[config.mk]
export PLATFORM = sky130hd
export DESIGN_NAME = endpoint_health_quarantine_table_top_flat
export DESIGN_NICKNAME = d
export VERILOG_FILES = /design/src/rtl/ehqt_pkg.sv /design/src/rtl/ehqt_if.sv /design/src/rtl/ehqt_update.sv /design/src/rtl/endpoint_health_quarantine_table_top.sv /design/src/flat_wrapper.sv
export SDC_FILE = /design/constraint.sdc
export NUM_CORES = 1
export LEC_CHECK = 0
export BUFFER_PORTS_ARGS = -buffer_cell sky130_fd_sc_hd__buf_2
export CORE_UTILIZATION = 40
export CTS_BUF_LIST = sky130_fd_sc_hd__clkbuf_4 sky130_fd_sc_hd__clkbuf_8
export CTS_CLUSTER_DIAMETER = 100
export DETAILED_ROUTE_END_ITERATION = 10
export PLACE_DENSITY_LB_ADDON = 0.08
export SYNTH_ARGS = -nofsm -noshare
export SYNTH_HDL_FRONTEND = slang
export SYNTH_SLANG_ARGS = --single-unit
[constraint.sdc]
create_clock -name i_clk -period 5.8 [get_ports i_clk]
set_clock_uncertainty 0.05 [all_clocks]
set_input_delay 0.58 -clock i_clk [delete_from_list [all_inputs] [get_ports i_clk]]
set_output_delay 0.58 -clock i_clk [all_outputs]
set_load 0.01 [all_outputs]
[src/rtl/ehqt_pkg.sv]
package ehqt_pkg;

    localparam int NODES_DEFAULT = 16;

    localparam int IDX_W     = 4;
    localparam int FAIL_W    = 8;
    localparam int HEALTH_W  = 5;
    localparam int TIME_W    = 32;
    localparam int QSEC_W    = 17;
    localparam int COUNT_W   = 5;
    localparam int CFG_IDX_W = 2;

    localparam logic [HEALTH_W-1:0] HEALTH_FULL    = 5'd20;
    localparam logic [HEALTH_W-1:0] HEALTH_GAIN    = 5'd4;
    localparam logic [HEALTH_W-1:0] HEALTH_LOSS    = 5'd5;
    localparam logic [HEALTH_W-1:0] HEALTH_LOW     = 5'd3;
    localparam logic [HEALTH_W-1:0] HEALTH_RELEASE = 5'd2;

    localparam logic [FAIL_W-1:0] FAIL_MAX         = 8'd255;
    localparam logic [FAIL_W-1:0] MAX_FAIL_RESET   = 8'd5;
    localparam logic [QSEC_W-1:0] QUAR_MIN         = 17'd30;
    localparam logic [QSEC_W-1:0] QUAR_SEC_RESET   = 17'd300;
    localparam logic [COUNT_W-1:0] COUNT_SAT       = 5'd31;

    localparam logic [CFG_IDX_W-1:0] CFG_MAX_FAILURES = 2'd0;
    localparam logic [CFG_IDX_W-1:0] CFG_QUAR_SECONDS = 2'd1;

    typedef enum logic [1:0] {
        ACT_ADD     = 2'd0,
        ACT_SUCCESS = 2'd1,
        ACT_FAILURE = 2'd2,
        ACT_REFRESH = 2'd3
    } t_action;

    typedef enum logic [1:0] {
        ST_IDLE,
        ST_ENTRY,
        ST_WALK,
        ST_PUSH
    } t_state;

    typedef struct packed {
        logic                active;
        logic [FAIL_W-1:0]   failures;
        logic [HEALTH_W-1:0] health;
        logic [TIME_W-1:0]   qend;
    } t_entry;

    typedef struct packed {
        logic                status;
        logic                entry_active;
        logic                entry_quarantined;
        logic [FAIL_W-1:0]   fail_count;
        logic [HEALTH_W-1:0] health;
        logic [TIME_W-1:0]   release_time;
        logic [COUNT_W-1:0]  active_count;
        logic [COUNT_W-1:0]  quarantined_count;
    } t_result;

endpackage

[src/rtl/ehqt_if.sv]
interface ehqt_req_if import ehqt_pkg::*; ();
    logic              valid;
    logic              ready;
    logic [1:0]        action;
    logic [IDX_W-1:0]  node_index;
    logic [TIME_W-1:0] now;

    modport source (output valid, output action, output node_index, output now, input ready);
    modport sink   (input valid, input action, input node_index, input now, output ready);
endinterface

interface ehqt_rsp_if import ehqt_pkg::*; ();
    logic                valid;
    logic                ready;
    logic                status;
    logic                entry_active;
    logic                entry_quarantined;
    logic [FAIL_W-1:0]   fail_count;
    logic [HEALTH_W-1:0] health;
    logic [TIME_W-1:0]   release_time;
    logic [COUNT_W-1:0]  active_count;
    logic [COUNT_W-1:0]  quarantined_count;

    modport source (
        output valid, output status, output entry_active, output entry_quarantined,
        output fail_count, output health, output release_time,
        output active_count, output quarantined_count, input ready
    );
    modport sink (
        input valid, input status, input entry_active, input entry_quarantined,
        input fail_count, input health, input release_time,
        input active_count, input quarantined_count, output ready
    );
endinterface

interface ehqt_cfg_if import ehqt_pkg::*; ();
    logic                 valid;
    logic                 ready;
    logic [CFG_IDX_W-1:0] index;
    logic [QSEC_W-1:0]    data;

    modport source (output valid, output index, output data, input ready);
    modport sink   (input valid, input index, input data, output ready);
endinterface

[src/rtl/ehqt_update.sv]
module ehqt_update import ehqt_pkg::*; (
    input  t_action           i_action,
    input  logic [TIME_W-1:0] i_now,
    input  logic [FAIL_W-1:0] i_max_failures,
    input  logic [QSEC_W-1:0] i_quar_len,
    input  t_entry            i_entry,
    output t_entry            o_entry,
    output logic              o_quarantined
);

    always_comb begin
        t_entry            e;
        logic [HEALTH_W:0] h_up;
        logic [TIME_W:0]   end_sum;

        e       = i_entry;
        h_up    = {1'b0, i_entry.health} + {1'b0, HEALTH_GAIN};
        end_sum = {1'b0, i_now} + (TIME_W+1)'(i_quar_len);

        unique case (i_action)
            ACT_ADD: begin
                e.active   = 1'b1;
                e.failures = '0;
                e.health   = HEALTH_FULL;
                e.qend     = '0;
            end
            ACT_SUCCESS: begin
                e.active   = 1'b1;
                e.failures = '0;
                e.qend     = '0;
                e.health   = (h_up > {1'b0, HEALTH_FULL}) ? HEALTH_FULL : h_up[HEALTH_W-1:0];
            end
            ACT_FAILURE: begin
                if (i_entry.failures != FAIL_MAX) begin
                    e.failures = i_entry.failures + FAIL_W'(1);
                end
                e.health = (i_entry.health >= HEALTH_LOSS) ? i_entry.health - HEALTH_LOSS : '0;
                if (e.failures >= i_max_failures || e.health < HEALTH_LOW) begin
                    e.qend   = end_sum[TIME_W] ? '1 : end_sum[TIME_W-1:0];
                    e.active = 1'b0;
                end
            end
            ACT_REFRESH: begin
                // expired quarantine: release with one failure forgiven
                if (i_entry.qend != '0 && i_now >= i_entry.qend) begin
                    e.qend   = '0;
                    e.active = 1'b1;
                    if (i_entry.failures != '0) begin
                        e.failures = i_entry.failures - FAIL_W'(1);
                    end
                    if (i_entry.health < HEALTH_RELEASE) begin
                        e.health = HEALTH_RELEASE;
                    end
                end
                if (e.qend > i_now) begin
                    e.active = 1'b0;
                end else if (e.qend == '0) begin
                    e.active = 1'b1;
                end
            end
        endcase

        o_entry       = e;
        o_quarantined = e.qend > i_now;
    end

endmodule

[src/rtl/endpoint_health_quarantine_table_top.sv]
// channel   | dir | handshake     | payload
// ----------+-----+---------------+----------------------------------------------
// i_cfg     | in  | valid / ready | index, data (max_failures, quarantine_seconds)
// i_req     | in  | valid / ready | action, node_index, now
// o_rsp     | out | valid / ready | status, entry fields, active / quarantined counts
//
// Add, success and failure pass through accept, entry RAM read and update, and
// output push. Refresh walks the table with the single RAM read port, one entry
// per cycle, with write-back of the previous entry.
// Reset clears the present bits at once; no clearing pass over the RAM.
// A stalled output holds the next result in the push state; config is always ready.
module endpoint_health_quarantine_table_top import ehqt_pkg::*; #(
    parameter int NODES = NODES_DEFAULT
) (
    input  logic        i_clk,
    input  logic        i_rst_n,
    ehqt_cfg_if.sink    i_cfg,
    ehqt_req_if.sink    i_req,
    ehqt_rsp_if.source  o_rsp
);

    localparam int AW = (NODES > 1) ? $clog2(NODES) : 1;
    localparam int CW = $clog2(NODES + 1);
    localparam logic [AW-1:0] LAST = AW'(NODES - 1);

    t_state            r_state, n_state;
    logic [FAIL_W-1:0] r_max_failures;
    logic [QSEC_W-1:0] r_quar_sec;
    logic [QSEC_W-1:0] c_quar_len;

    t_action           r_action;
    logic [AW-1:0]     r_addr;
    logic              r_idx_ok;
    logic [TIME_W-1:0] r_now;

    logic [NODES-1:0]  r_present, n_present;
    logic [AW-1:0]     r_walk, n_walk;
    logic [CW-1:0]     r_act_cnt, n_act_cnt;
    logic [CW-1:0]     r_quar_cnt, n_quar_cnt;
    t_result           r_pend, n_pend;
    t_result           r_out, n_out;
    logic              r_out_valid, n_out_valid;

    t_entry            mem [NODES];
    t_entry            r_rd_data;
    logic [AW-1:0]     rd_addr;
    logic              mem_we;
    logic [AW-1:0]     wr_addr;
    t_entry            wr_data;

    logic [AW-1:0]     cur_addr;
    t_entry            upd_entry;
    logic              upd_quar;
    logic              req_accept;
    logic              cfg_accept;

    assign i_cfg.ready = 1'b1;
    assign cfg_accept  = i_cfg.valid && i_cfg.ready;
    assign c_quar_len  = (r_quar_sec < QUAR_MIN) ? QUAR_MIN : r_quar_sec;

    always_ff @(posedge i_clk) begin
        if (!i_rst_n) begin
            r_max_failures <= MAX_FAIL_RESET;
            r_quar_sec     <= QUAR_SEC_RESET;
        end else if (cfg_accept) begin
            if (i_cfg.index == CFG_MAX_FAILURES) begin
                r_max_failures <= i_cfg.data[FAIL_W-1:0];
            end else if (i_cfg.index == CFG_QUAR_SECONDS) begin
                r_quar_sec <= i_cfg.data;
            end
        end
    end

    assign i_req.ready = (r_state == ST_IDLE);
    assign req_accept  = i_req.valid && i_req.ready;
    assign cur_addr    = (r_state == ST_WALK) ? r_walk : r_addr;

    always_ff @(posedge i_clk) begin
        if (req_accept) begin
            r_action <= t_action'(i_req.action);
            r_addr   <= AW'(i_req.node_index);
            r_idx_ok <= 32'(i_req.node_index) < NODES;
            r_now    <= i_req.now;
        end
    end

    always_ff @(posedge i_clk) begin
        if (mem_we) begin
            mem[wr_addr] <= wr_data;
        end
        r_rd_data <= mem[rd_addr];
    end

    ehqt_update u_update (
        .i_action       (r_action),
        .i_now          (r_now),
        .i_max_failures (r_max_failures),
        .i_quar_len     (c_quar_len),
        .i_entry        (r_rd_data),
        .o_entry        (upd_entry),
        .o_quarantined  (upd_quar)
    );

    always_comb begin
        n_state     = r_state;
        n_walk      = r_walk;
        n_act_cnt   = r_act_cnt;
        n_quar_cnt  = r_quar_cnt;
        n_pend      = r_pend;
        n_out       = r_out;
        n_out_valid = r_out_valid;
        n_present   = r_present;
        mem_we      = 1'b0;
        wr_addr     = cur_addr;
        wr_data     = upd_entry;
        rd_addr     = r_walk + AW'(1);

        if (o_rsp.valid && o_rsp.ready) begin
            n_out_valid = 1'b0;
        end

        unique case (r_state)
            ST_IDLE: begin
                rd_addr = (t_action'(i_req.action) == ACT_REFRESH) ? '0
                                                                   : AW'(i_req.node_index);
                if (req_accept) begin
                    n_walk     = '0;
                    n_act_cnt  = '0;
                    n_quar_cnt = '0;
                    n_state    = (t_action'(i_req.action) == ACT_REFRESH) ? ST_WALK
                                                                          : ST_ENTRY;
                end
            end
            ST_ENTRY: begin
                n_pend = '0;
                if (!r_idx_ok || (r_action != ACT_ADD && !r_present[r_addr])) begin
                    n_pend.status = 1'b1;
                end else begin
                    mem_we = 1'b1;
                    if (r_action == ACT_ADD) begin
                        n_present[r_addr] = 1'b1;
                    end
                    n_pend.entry_active      = upd_entry.active;
                    n_pend.entry_quarantined = upd_quar;
                    n_pend.fail_count        = upd_entry.failures;
                    n_pend.health            = upd_entry.health;
                    n_pend.release_time      = upd_entry.qend;
                end
                n_state = ST_PUSH;
            end
            ST_WALK: begin
                if (r_present[r_walk]) begin
                    mem_we = 1'b1;
                    if (upd_quar) begin
                        n_quar_cnt = r_quar_cnt + CW'(1);
                    end else if (upd_entry.active) begin
                        n_act_cnt = r_act_cnt + CW'(1);
                    end
                end
                if (r_walk == LAST) begin
                    n_pend = '0;
                    n_pend.active_count      = (32'(n_act_cnt) > 32'(COUNT_SAT))
                                             ? COUNT_SAT : COUNT_W'(n_act_cnt);
                    n_pend.quarantined_count = (32'(n_quar_cnt) > 32'(COUNT_SAT))
                                             ? COUNT_SAT : COUNT_W'(n_quar_cnt);
                    n_state = ST_PUSH;
                end else begin
                    n_walk = r_walk + AW'(1);
                end
            end
            ST_PUSH: begin
                if (!r_out_valid || o_rsp.ready) begin
                    n_out       = r_pend;
                    n_out_valid = 1'b1;
                    n_state     = ST_IDLE;
                end
            end
        endcase
    end

    always_ff @(posedge i_clk) begin
        if (!i_rst_n) begin
            r_state     <= ST_IDLE;
            r_present   <= '0;
            r_out_valid <= 1'b0;
        end else begin
            r_state     <= n_state;
            r_present   <= n_present;
            r_out_valid <= n_out_valid;
        end
    end

    always_ff @(posedge i_clk) begin
        r_walk     <= n_walk;
        r_act_cnt  <= n_act_cnt;
        r_quar_cnt <= n_quar_cnt;
        r_pend     <= n_pend;
        r_out      <= n_out;
    end

    assign o_rsp.valid             = r_out_valid;
    assign o_rsp.status            = r_out.status;
    assign o_rsp.entry_active      = r_out.entry_active;
    assign o_rsp.entry_quarantined = r_out.entry_quarantined;
    assign o_rsp.fail_count        = r_out.fail_count;
    assign o_rsp.health            = r_out.health;
    assign o_rsp.release_time      = r_out.release_time;
    assign o_rsp.active_count      = r_out.active_count;
    assign o_rsp.quarantined_count = r_out.quarantined_count;

`ifndef NO_ASSERTIONS
    a_walk_step: assert property (@(posedge i_clk) disable iff (!i_rst_n)
        (r_state == ST_WALK && r_walk != LAST)
        |=> (r_state == ST_WALK && r_walk == $past(r_walk) + AW'(1)))
        else $error("refresh walk skipped or stopped early");

    a_accept_busy: assert property (@(posedge i_clk) disable iff (!i_rst_n)
        req_accept |=> (r_state != ST_IDLE && !i_req.ready))
        else $error("request accepted while still idle");

    a_rise_from_push: assert property (@(posedge i_clk) disable iff (!i_rst_n)
        $rose(r_out_valid) |-> $past(r_state) == ST_PUSH)
        else $error("result valid raised outside push");

    a_health_cap: assert property (@(posedge i_clk) disable iff (!i_rst_n)
        mem_we |-> wr_data.health <= HEALTH_FULL)
        else $error("health written above full");

    a_counts_refresh_only: assert property (@(posedge i_clk) disable iff (!i_rst_n)
        (o_rsp.valid && (o_rsp.active_count != '0 || o_rsp.quarantined_count != '0))
        |-> (!o_rsp.status && o_rsp.fail_count == '0 && o_rsp.release_time == '0))
        else $error("counts mixed with entry fields");
`endif

endmodule

[src/flat_wrapper.sv]
// flat-port wrapper written by rule: the top's interface ports become plain ports
module endpoint_health_quarantine_table_top_flat import ehqt_pkg::*;
#(
    parameter int NODES = NODES_DEFAULT
)
  (i_clk, i_rst_n, i_cfg_valid, i_cfg_index, i_cfg_data, i_cfg_ready, i_req_valid, i_req_action, i_req_node_index, i_req_now, i_req_ready, o_rsp_valid, o_rsp_status, o_rsp_entry_active, o_rsp_entry_quarantined, o_rsp_fail_count, o_rsp_health, o_rsp_release_time, o_rsp_active_count, o_rsp_quarantined_count, o_rsp_ready);
  ehqt_cfg_if i_cfg_i ();
  ehqt_req_if i_req_i ();
  ehqt_rsp_if o_rsp_i ();
  input  logic i_clk;
  input  logic i_rst_n;
  input wire logic [$bits(i_cfg_i.valid)-1:0] i_cfg_valid;
  input wire logic [$bits(i_cfg_i.index)-1:0] i_cfg_index;
  input wire logic [$bits(i_cfg_i.data)-1:0] i_cfg_data;
  output wire logic [$bits(i_cfg_i.ready)-1:0] i_cfg_ready;
  input wire logic [$bits(i_req_i.valid)-1:0] i_req_valid;
  input wire logic [$bits(i_req_i.action)-1:0] i_req_action;
  input wire logic [$bits(i_req_i.node_index)-1:0] i_req_node_index;
  input wire logic [$bits(i_req_i.now)-1:0] i_req_now;
  output wire logic [$bits(i_req_i.ready)-1:0] i_req_ready;
  output wire logic [$bits(o_rsp_i.valid)-1:0] o_rsp_valid;
  output wire logic [$bits(o_rsp_i.status)-1:0] o_rsp_status;
  output wire logic [$bits(o_rsp_i.entry_active)-1:0] o_rsp_entry_active;
  output wire logic [$bits(o_rsp_i.entry_quarantined)-1:0] o_rsp_entry_quarantined;
  output wire logic [$bits(o_rsp_i.fail_count)-1:0] o_rsp_fail_count;
  output wire logic [$bits(o_rsp_i.health)-1:0] o_rsp_health;
  output wire logic [$bits(o_rsp_i.release_time)-1:0] o_rsp_release_time;
  output wire logic [$bits(o_rsp_i.active_count)-1:0] o_rsp_active_count;
  output wire logic [$bits(o_rsp_i.quarantined_count)-1:0] o_rsp_quarantined_count;
  input wire logic [$bits(o_rsp_i.ready)-1:0] o_rsp_ready;
  assign i_cfg_i.valid = i_cfg_valid;
  assign i_cfg_i.index = i_cfg_index;
  assign i_cfg_i.data = i_cfg_data;
  assign i_cfg_ready = i_cfg_i.ready;
  assign i_req_i.valid = i_req_valid;
  assign i_req_i.action = i_req_action;
  assign i_req_i.node_index = i_req_node_index;
  assign i_req_i.now = i_req_now;
  assign i_req_ready = i_req_i.ready;
  assign o_rsp_valid = o_rsp_i.valid;
  assign o_rsp_status = o_rsp_i.status;
  assign o_rsp_entry_active = o_rsp_i.entry_active;
  assign o_rsp_entry_quarantined = o_rsp_i.entry_quarantined;
  assign o_rsp_fail_count = o_rsp_i.fail_count;
  assign o_rsp_health = o_rsp_i.health;
  assign o_rsp_release_time = o_rsp_i.release_time;
  assign o_rsp_active_count = o_rsp_i.active_count;
  assign o_rsp_quarantined_count = o_rsp_i.quarantined_count;
  assign o_rsp_i.ready = o_rsp_ready;
  endpoint_health_quarantine_table_top #(.NODES(NODES)) u_core (.i_clk(i_clk), .i_rst_n(i_rst_n), .i_cfg(i_cfg_i), .i_req(i_req_i), .o_rsp(o_rsp_i));
endmodule
### Word level (Yosys, flattened, before mapping)

Memories as Yosys holds them, arrays and structs flattened. A register that Yosys moved wholly into a read port is not among the register bits.
Index checks and enable logic that the tools add are counted.
Widths: inputs -> output; s select.

| word-level totals | value |
|---|---|
| word-level logic and storage cells | 143 |
| bits in writable memories | 736 |
| output and inout port bits | 61 |
| register bits | 212 |
| bits of input ports | 62 |
| memories | 1 |

Memories:

| memory | words | bits a word | read ports | clocked after Yosys merged registers in | wr ports | line | source |
|---|---|---|---|---|---|---|---|
| u_core.mem | 16 | 46 | 1 | 1 | 1 | endpoint_health_quarantine_table_top.sv:44 | `t_entry mem [NODES];` |

| operators by class | value |
|---|---|
| bitwise operators | 3 |
| reductions and logical operators | 26 |
| $lt $le $gt $ge | 12 |
| $add $sub $neg | 8 |
| equality and inequality tests | 14 |
| multiplexer cells | 52 |

Operators by type and width:

| operator | count |
|---|---|
| $pmux 46 s4 | 1 |
| $pmux 58 s2 | 1 |
| $mux 46 | 2 |
| $gt 32x32->1 | 2 |
| $mux 32 | 2 |
| $mux 58 | 1 |
| $mux 47 | 1 |
| $mux 5 | 9 |
| $add 32x17->33 | 1 |
| $ge 32x32->1 | 1 |
| $logic_not 32->1 | 1 |
| $reduce_bool 32->1 | 1 |
| $mux 8 | 3 |
| $mux 4 | 5 |
| $pmux 5 s2 | 2 |
| $lt 17x5->1 const B | 1 |
| $mux 17 | 1 |
| $or 16x16->16 | 1 |
| $mux 1 | 14 |
| $reduce_and 3->1 | 4 |
| $add 5x1->5 const B | 2 |
| $eq 2x2->1 const B | 5 |
| $lt 4x5->1 const B | 2 |
| $lt 5x2->1 const B | 2 |
| other kinds (28) | 50 |

### Logic depth before layout (Yosys ltp)

| depth | value |
|---|---|
| depth in word-level cells | 13 |
| depth in mapped cells | 27 |
| gate-level depth less buffers | 24 |

### Cells and area by module

A second synthesis with hierarchy kept.

| unflattened totals | value |
|---|---|
| cells, all modules | 3,227 |
| area total of the unflattened synthesis | 44,739.2 um^2 |

Modules (own cells, without submodules):

| module | sequential area each (um^2) | area an instance (um^2) | instances | cells each |
|---|---|---|---|---|
| endpoint_health_quarantine_table_top | 28,947.8 | 39,265.2 | 1 | 2,418 |
| ehqt_update | 0.0 | 5,474.0 | 1 | 809 |

### Worst setup path before layout

No wires, ideal clock.

| path | value |
|---|---|
| kind | flip-flop to flip-flop |
| start point | register, netlist name u_core.r_rd_data[37] |
| end point | register u_core.r_pend[3] (netlist bit) (data pin) |
| data arrival time | 5.426 ns |
| setup slack | 0.060 ns |
| buffers on the path | 2 |
| stages on the path, launching flop included | 26 |
| path through | dfxtp_1 ha_1 and3_1 nand4_1 or2_2 clkbuf_1 nand3_1 xnor2_1 ha_1 o2111ai_1 o21a_1 o21ai_0 nor2_2 nor2_1 a21oi_1 nor2_1 ha_1 nand4_1 nor3_1 nor3b_1 o211ai_1 and4_1 clkbuf_1 nor3_1 nand4_1 mux2i_1 |

RTL lines:

| what | line | source |
|---|---|---|
| end signal: assignment | endpoint_health_quarantine_table_top.sv:197 | `r_pend <= n_pend;` |
| end: declaration | endpoint_health_quarantine_table_top.sv:40 | `t_result r_pend, n_pend;` |

==> metrics.cfg <==
[finish]
syn_to_final_growth_pct = 19.14
nets = 4130
fillers = 9475
drive_gt1_share_pct = 18.53
final_util_pct = 48.38
final_cell_area_sq_um = 51290
post_layout_nonfiller_instances = 5468

[sta]
min_period_over_period_pct = 95.62
fin_crit_ns = 5.546
whs_ns = 0.1785
timing.fmax_ghz = 0.1803
setup_tns_ns = 0
setup_viol = 0
final-hold-violation-count = 0
drv_slew = 0
relSlewSlack_pct = 16.48
tightest_slew_ns = 1.244

[drt]
vias_per_cell = 5.535
vias = 30270
ant_nets = 0
drtPass1Iterations = 5
wl_per_cell_um = 24.35
drc = 0
drt_iter0_markers = 2766
finalWirelength_mm = 133.2

[clocking]
clk_latency_ns = 0.85
cts.reportedPaths.clkPinSlew_ns = 0.06
clock-root-buffer = clkbuf_8
clock-sinks = 994
numCtsBuffers = 168
clk_path_buf_depth = 3
cts_tree = yes
h-tree-depth = 4

[logic_synthesis]
ys_seq_area_share_pct = 67.25
yosys_warnings = 0
syn_avg_cell_area_sq_um = 12.10
netlist_area_sq_um = 43050
synthArstFlopShare_pct = 0
synth_seq_cells = 994
yosys.cell_types.count = 95
syn-num-nets = 3757
ys.flop_type = edfxtp_1
synth_edf_count = 904
syn_inst = 3557

[run_status]
status = completed

[worst_setup_path]
end_kind = register
crit_arrival_ns = 6.17
crit_type = register to register
r2r_setup_slack_ns = 0.25
crit_fanout = 7
crit_top_cell = buf_4
rr_worst_depth = 26
start_kind = register
r2r-end = u_core.r_pend[7]
cpPeakStageDelay_ns = 0.37
critPathLaunch = u_core.r_quar_sec[15]
required_ns = 6.42
crit_path_end = u_core.r_pend[7]
r2r_start = u_core.r_quar_sec[15]
crit_slowest_cell = fa_2

[floorplanning]
die_w_um = 330.0
ios = 123
design.core.area_sq_um = 106000
die_h_um = 330.0
rows = 119
initial_core_util_pct = 40.60
die_area_sq_um = 108900

[placed_design]
dp_hpwl_mm = 81.23
dpl_cell_area_sq_um = 46810
io_buffers = 121
placedCellCount = 5081
gp_congestion = 0.9071

[global_routing]
overflow = 0
grt_pass1_wl_mm = 194.1
antenna_found_initial = 5
first_global_vias = 29680
grt_max_degree = 136
grt_use_total_pct = 24.31

[pwr]
power.density_nw_per_um2 = 563.9
ir_drop_v = 0.0005138
p_leak_nw = 19.03

[flow_run]
drv_cap = 0

[hold_path]
hp-class = input pin to register

## layout make-up
type	instances	area (sq um)	area share [%]
diodes	3	7.507	0.01464
multi-input cells	2245	13350	26.02
clock inverters	70	481.7	0.9393
well taps	1391	1740	3.394
repair buffers	415	3331	6.494
clock buffers	244	3033	5.914
inverters	106	397.9	0.7758
flip-flops and latches	994	28950	56.45
## worst min path at each step
stage / from / endpoint / slack (ns) / depth (start not counted)
after detailed placement: u_core.r_pend[13] / u_core.o_rsp.release_time[3] / 0.36 / 0
final: i_cfg_index[0] / u_core.r_max_failures[2] / 0.18 / 3
after global routing: i_cfg_index[1] / u_core.r_max_failures[2] / 0.15 / 3
after floorplan: u_core.r_pend[5] / u_core.o_rsp.active_count[0] / 0.35 / 0
after global placement: u_core.r_pend[46] / u_core.o_rsp.health[4] / 0.35 / 0
after CTS: i_cfg_index[1] / u_core.r_max_failures[2] / 0.09 / 3
## critical path, delay by kind of cell (launching register included)
family / cells / cell delay [ns]
AOI/OAI and AO/OA: 9 / 1.61
adders and majority gates: 2 / 0.61
buffers and inverters: 7 / 1.01
DFF: 1 / 0.33
and+or+nand+nor: 8 / 1.75
## power breakdown
part / total [mW] / switching [mW] / internal [mW]
Sequential: 10.0 / 0.593 / 9.40
Combinational: 12.5 / 8.37 / 4.12
Clock: 6.44 / 2.88 / 3.56
Total: 28.9 / 11.8 / 17.1
## registers in the layout (all words and copies together), names as in the netlist, 16 cells and up
name	flops
u_core.r_now	32
u_core.r_pend	58
u_core.r_rd_data	46
u_core.r_present	16
u_core.mem	736
u_core.r_quar_sec	17
u_core.o_rsp.release_time	32
## stage by stage
step           total power [mW]  setup slack [ns]
6_report                  28.92            0.2540
5_1_grt                   30.66          -0.01608
2_1_floorplan             17.32           0.06022
3_3_place_gp              22.16           -0.4624
4_1_cts                   28.94           0.01489
3_5_place_dp              22.35           -0.5501
## synthesized netlist by cell type, drive strengths merged, types with 5 or more instances
master,instances,area share [%]
edfxtp,904,63
nand2,854,7.5
nand3,219,2.6
clkbuf,178,1.6
nor2,159,1.4
a21oi,152,1.8
a311oi,139,2.8
ha,137,4.0
inv,106,0.92
and3,105,1.5
dfxtp,90,4.2
o21ai,72,0.84
a31oi,65,0.96
buf,34,0.43
and2,32,0.47
nand4,28,0.41
nor3,28,0.35
xnor2,24,0.49
a21o,20,0.35
nor4,15,0.25
nand2b,14,0.20
mux2i,13,0.30
o21a,12,0.21
a211oi,11,0.20
mux4,9,0.47
or3,9,0.15
and4,8,0.16
nor2b,8,0.12
o211ai,8,0.14
or2,8,0.12
o22ai,7,0.10
o31ai,7,0.13
o21bai,5,0.087
xor2,5,0.10
## layout by cell type (no fill, tap or decap), types with 121 or more instances in the layout
master and count:
a21oi_1 145, a311oi_1 139, buf_2 121, buf_4 204, clkbuf_8 192, edfxtp_1 904, ha_1 135, nand2_1 852
nand3_1 215, nor2_1 139
## routing by layer
layer | global-route usage (%) | share of wire [%] | wire (um)
met3 | 3.909 | 6.7 | 8868
met1 | 34.80 | 45 | 60500
met5 | 0 | 0 | 0
met2 | 38.53 | 46 | 61220
met4 | 6.181 | 1.9 | 2579
## logic make-up after synthesis
logic type / count (synthesis) / share of synthesized area [%]
adders and majority gates: 138 / 4.029
DFF: 994 / 67.25
muxes: 24 / 0.8255
buffers and inverters: 318 / 2.907
and+or+nand+nor: 1502 / 15.52
AOI/OAI and AO/OA: 551 / 8.869
xor gates and xnor gates: 29 / 0.5901
other: 1 / 0.008712
## timing repair
item / in CTS / in global routing
hold buffers: 59 / 0
setup buffers: 0 / 11
resized for setup: 10 / 56
endpoints found under the hold margin: 63 / 0
pin swaps: 1 / 25
gates cloned: 0 / 0
setup endpoints to repair: 21 / 20
(Power assumes the default switching activity.)
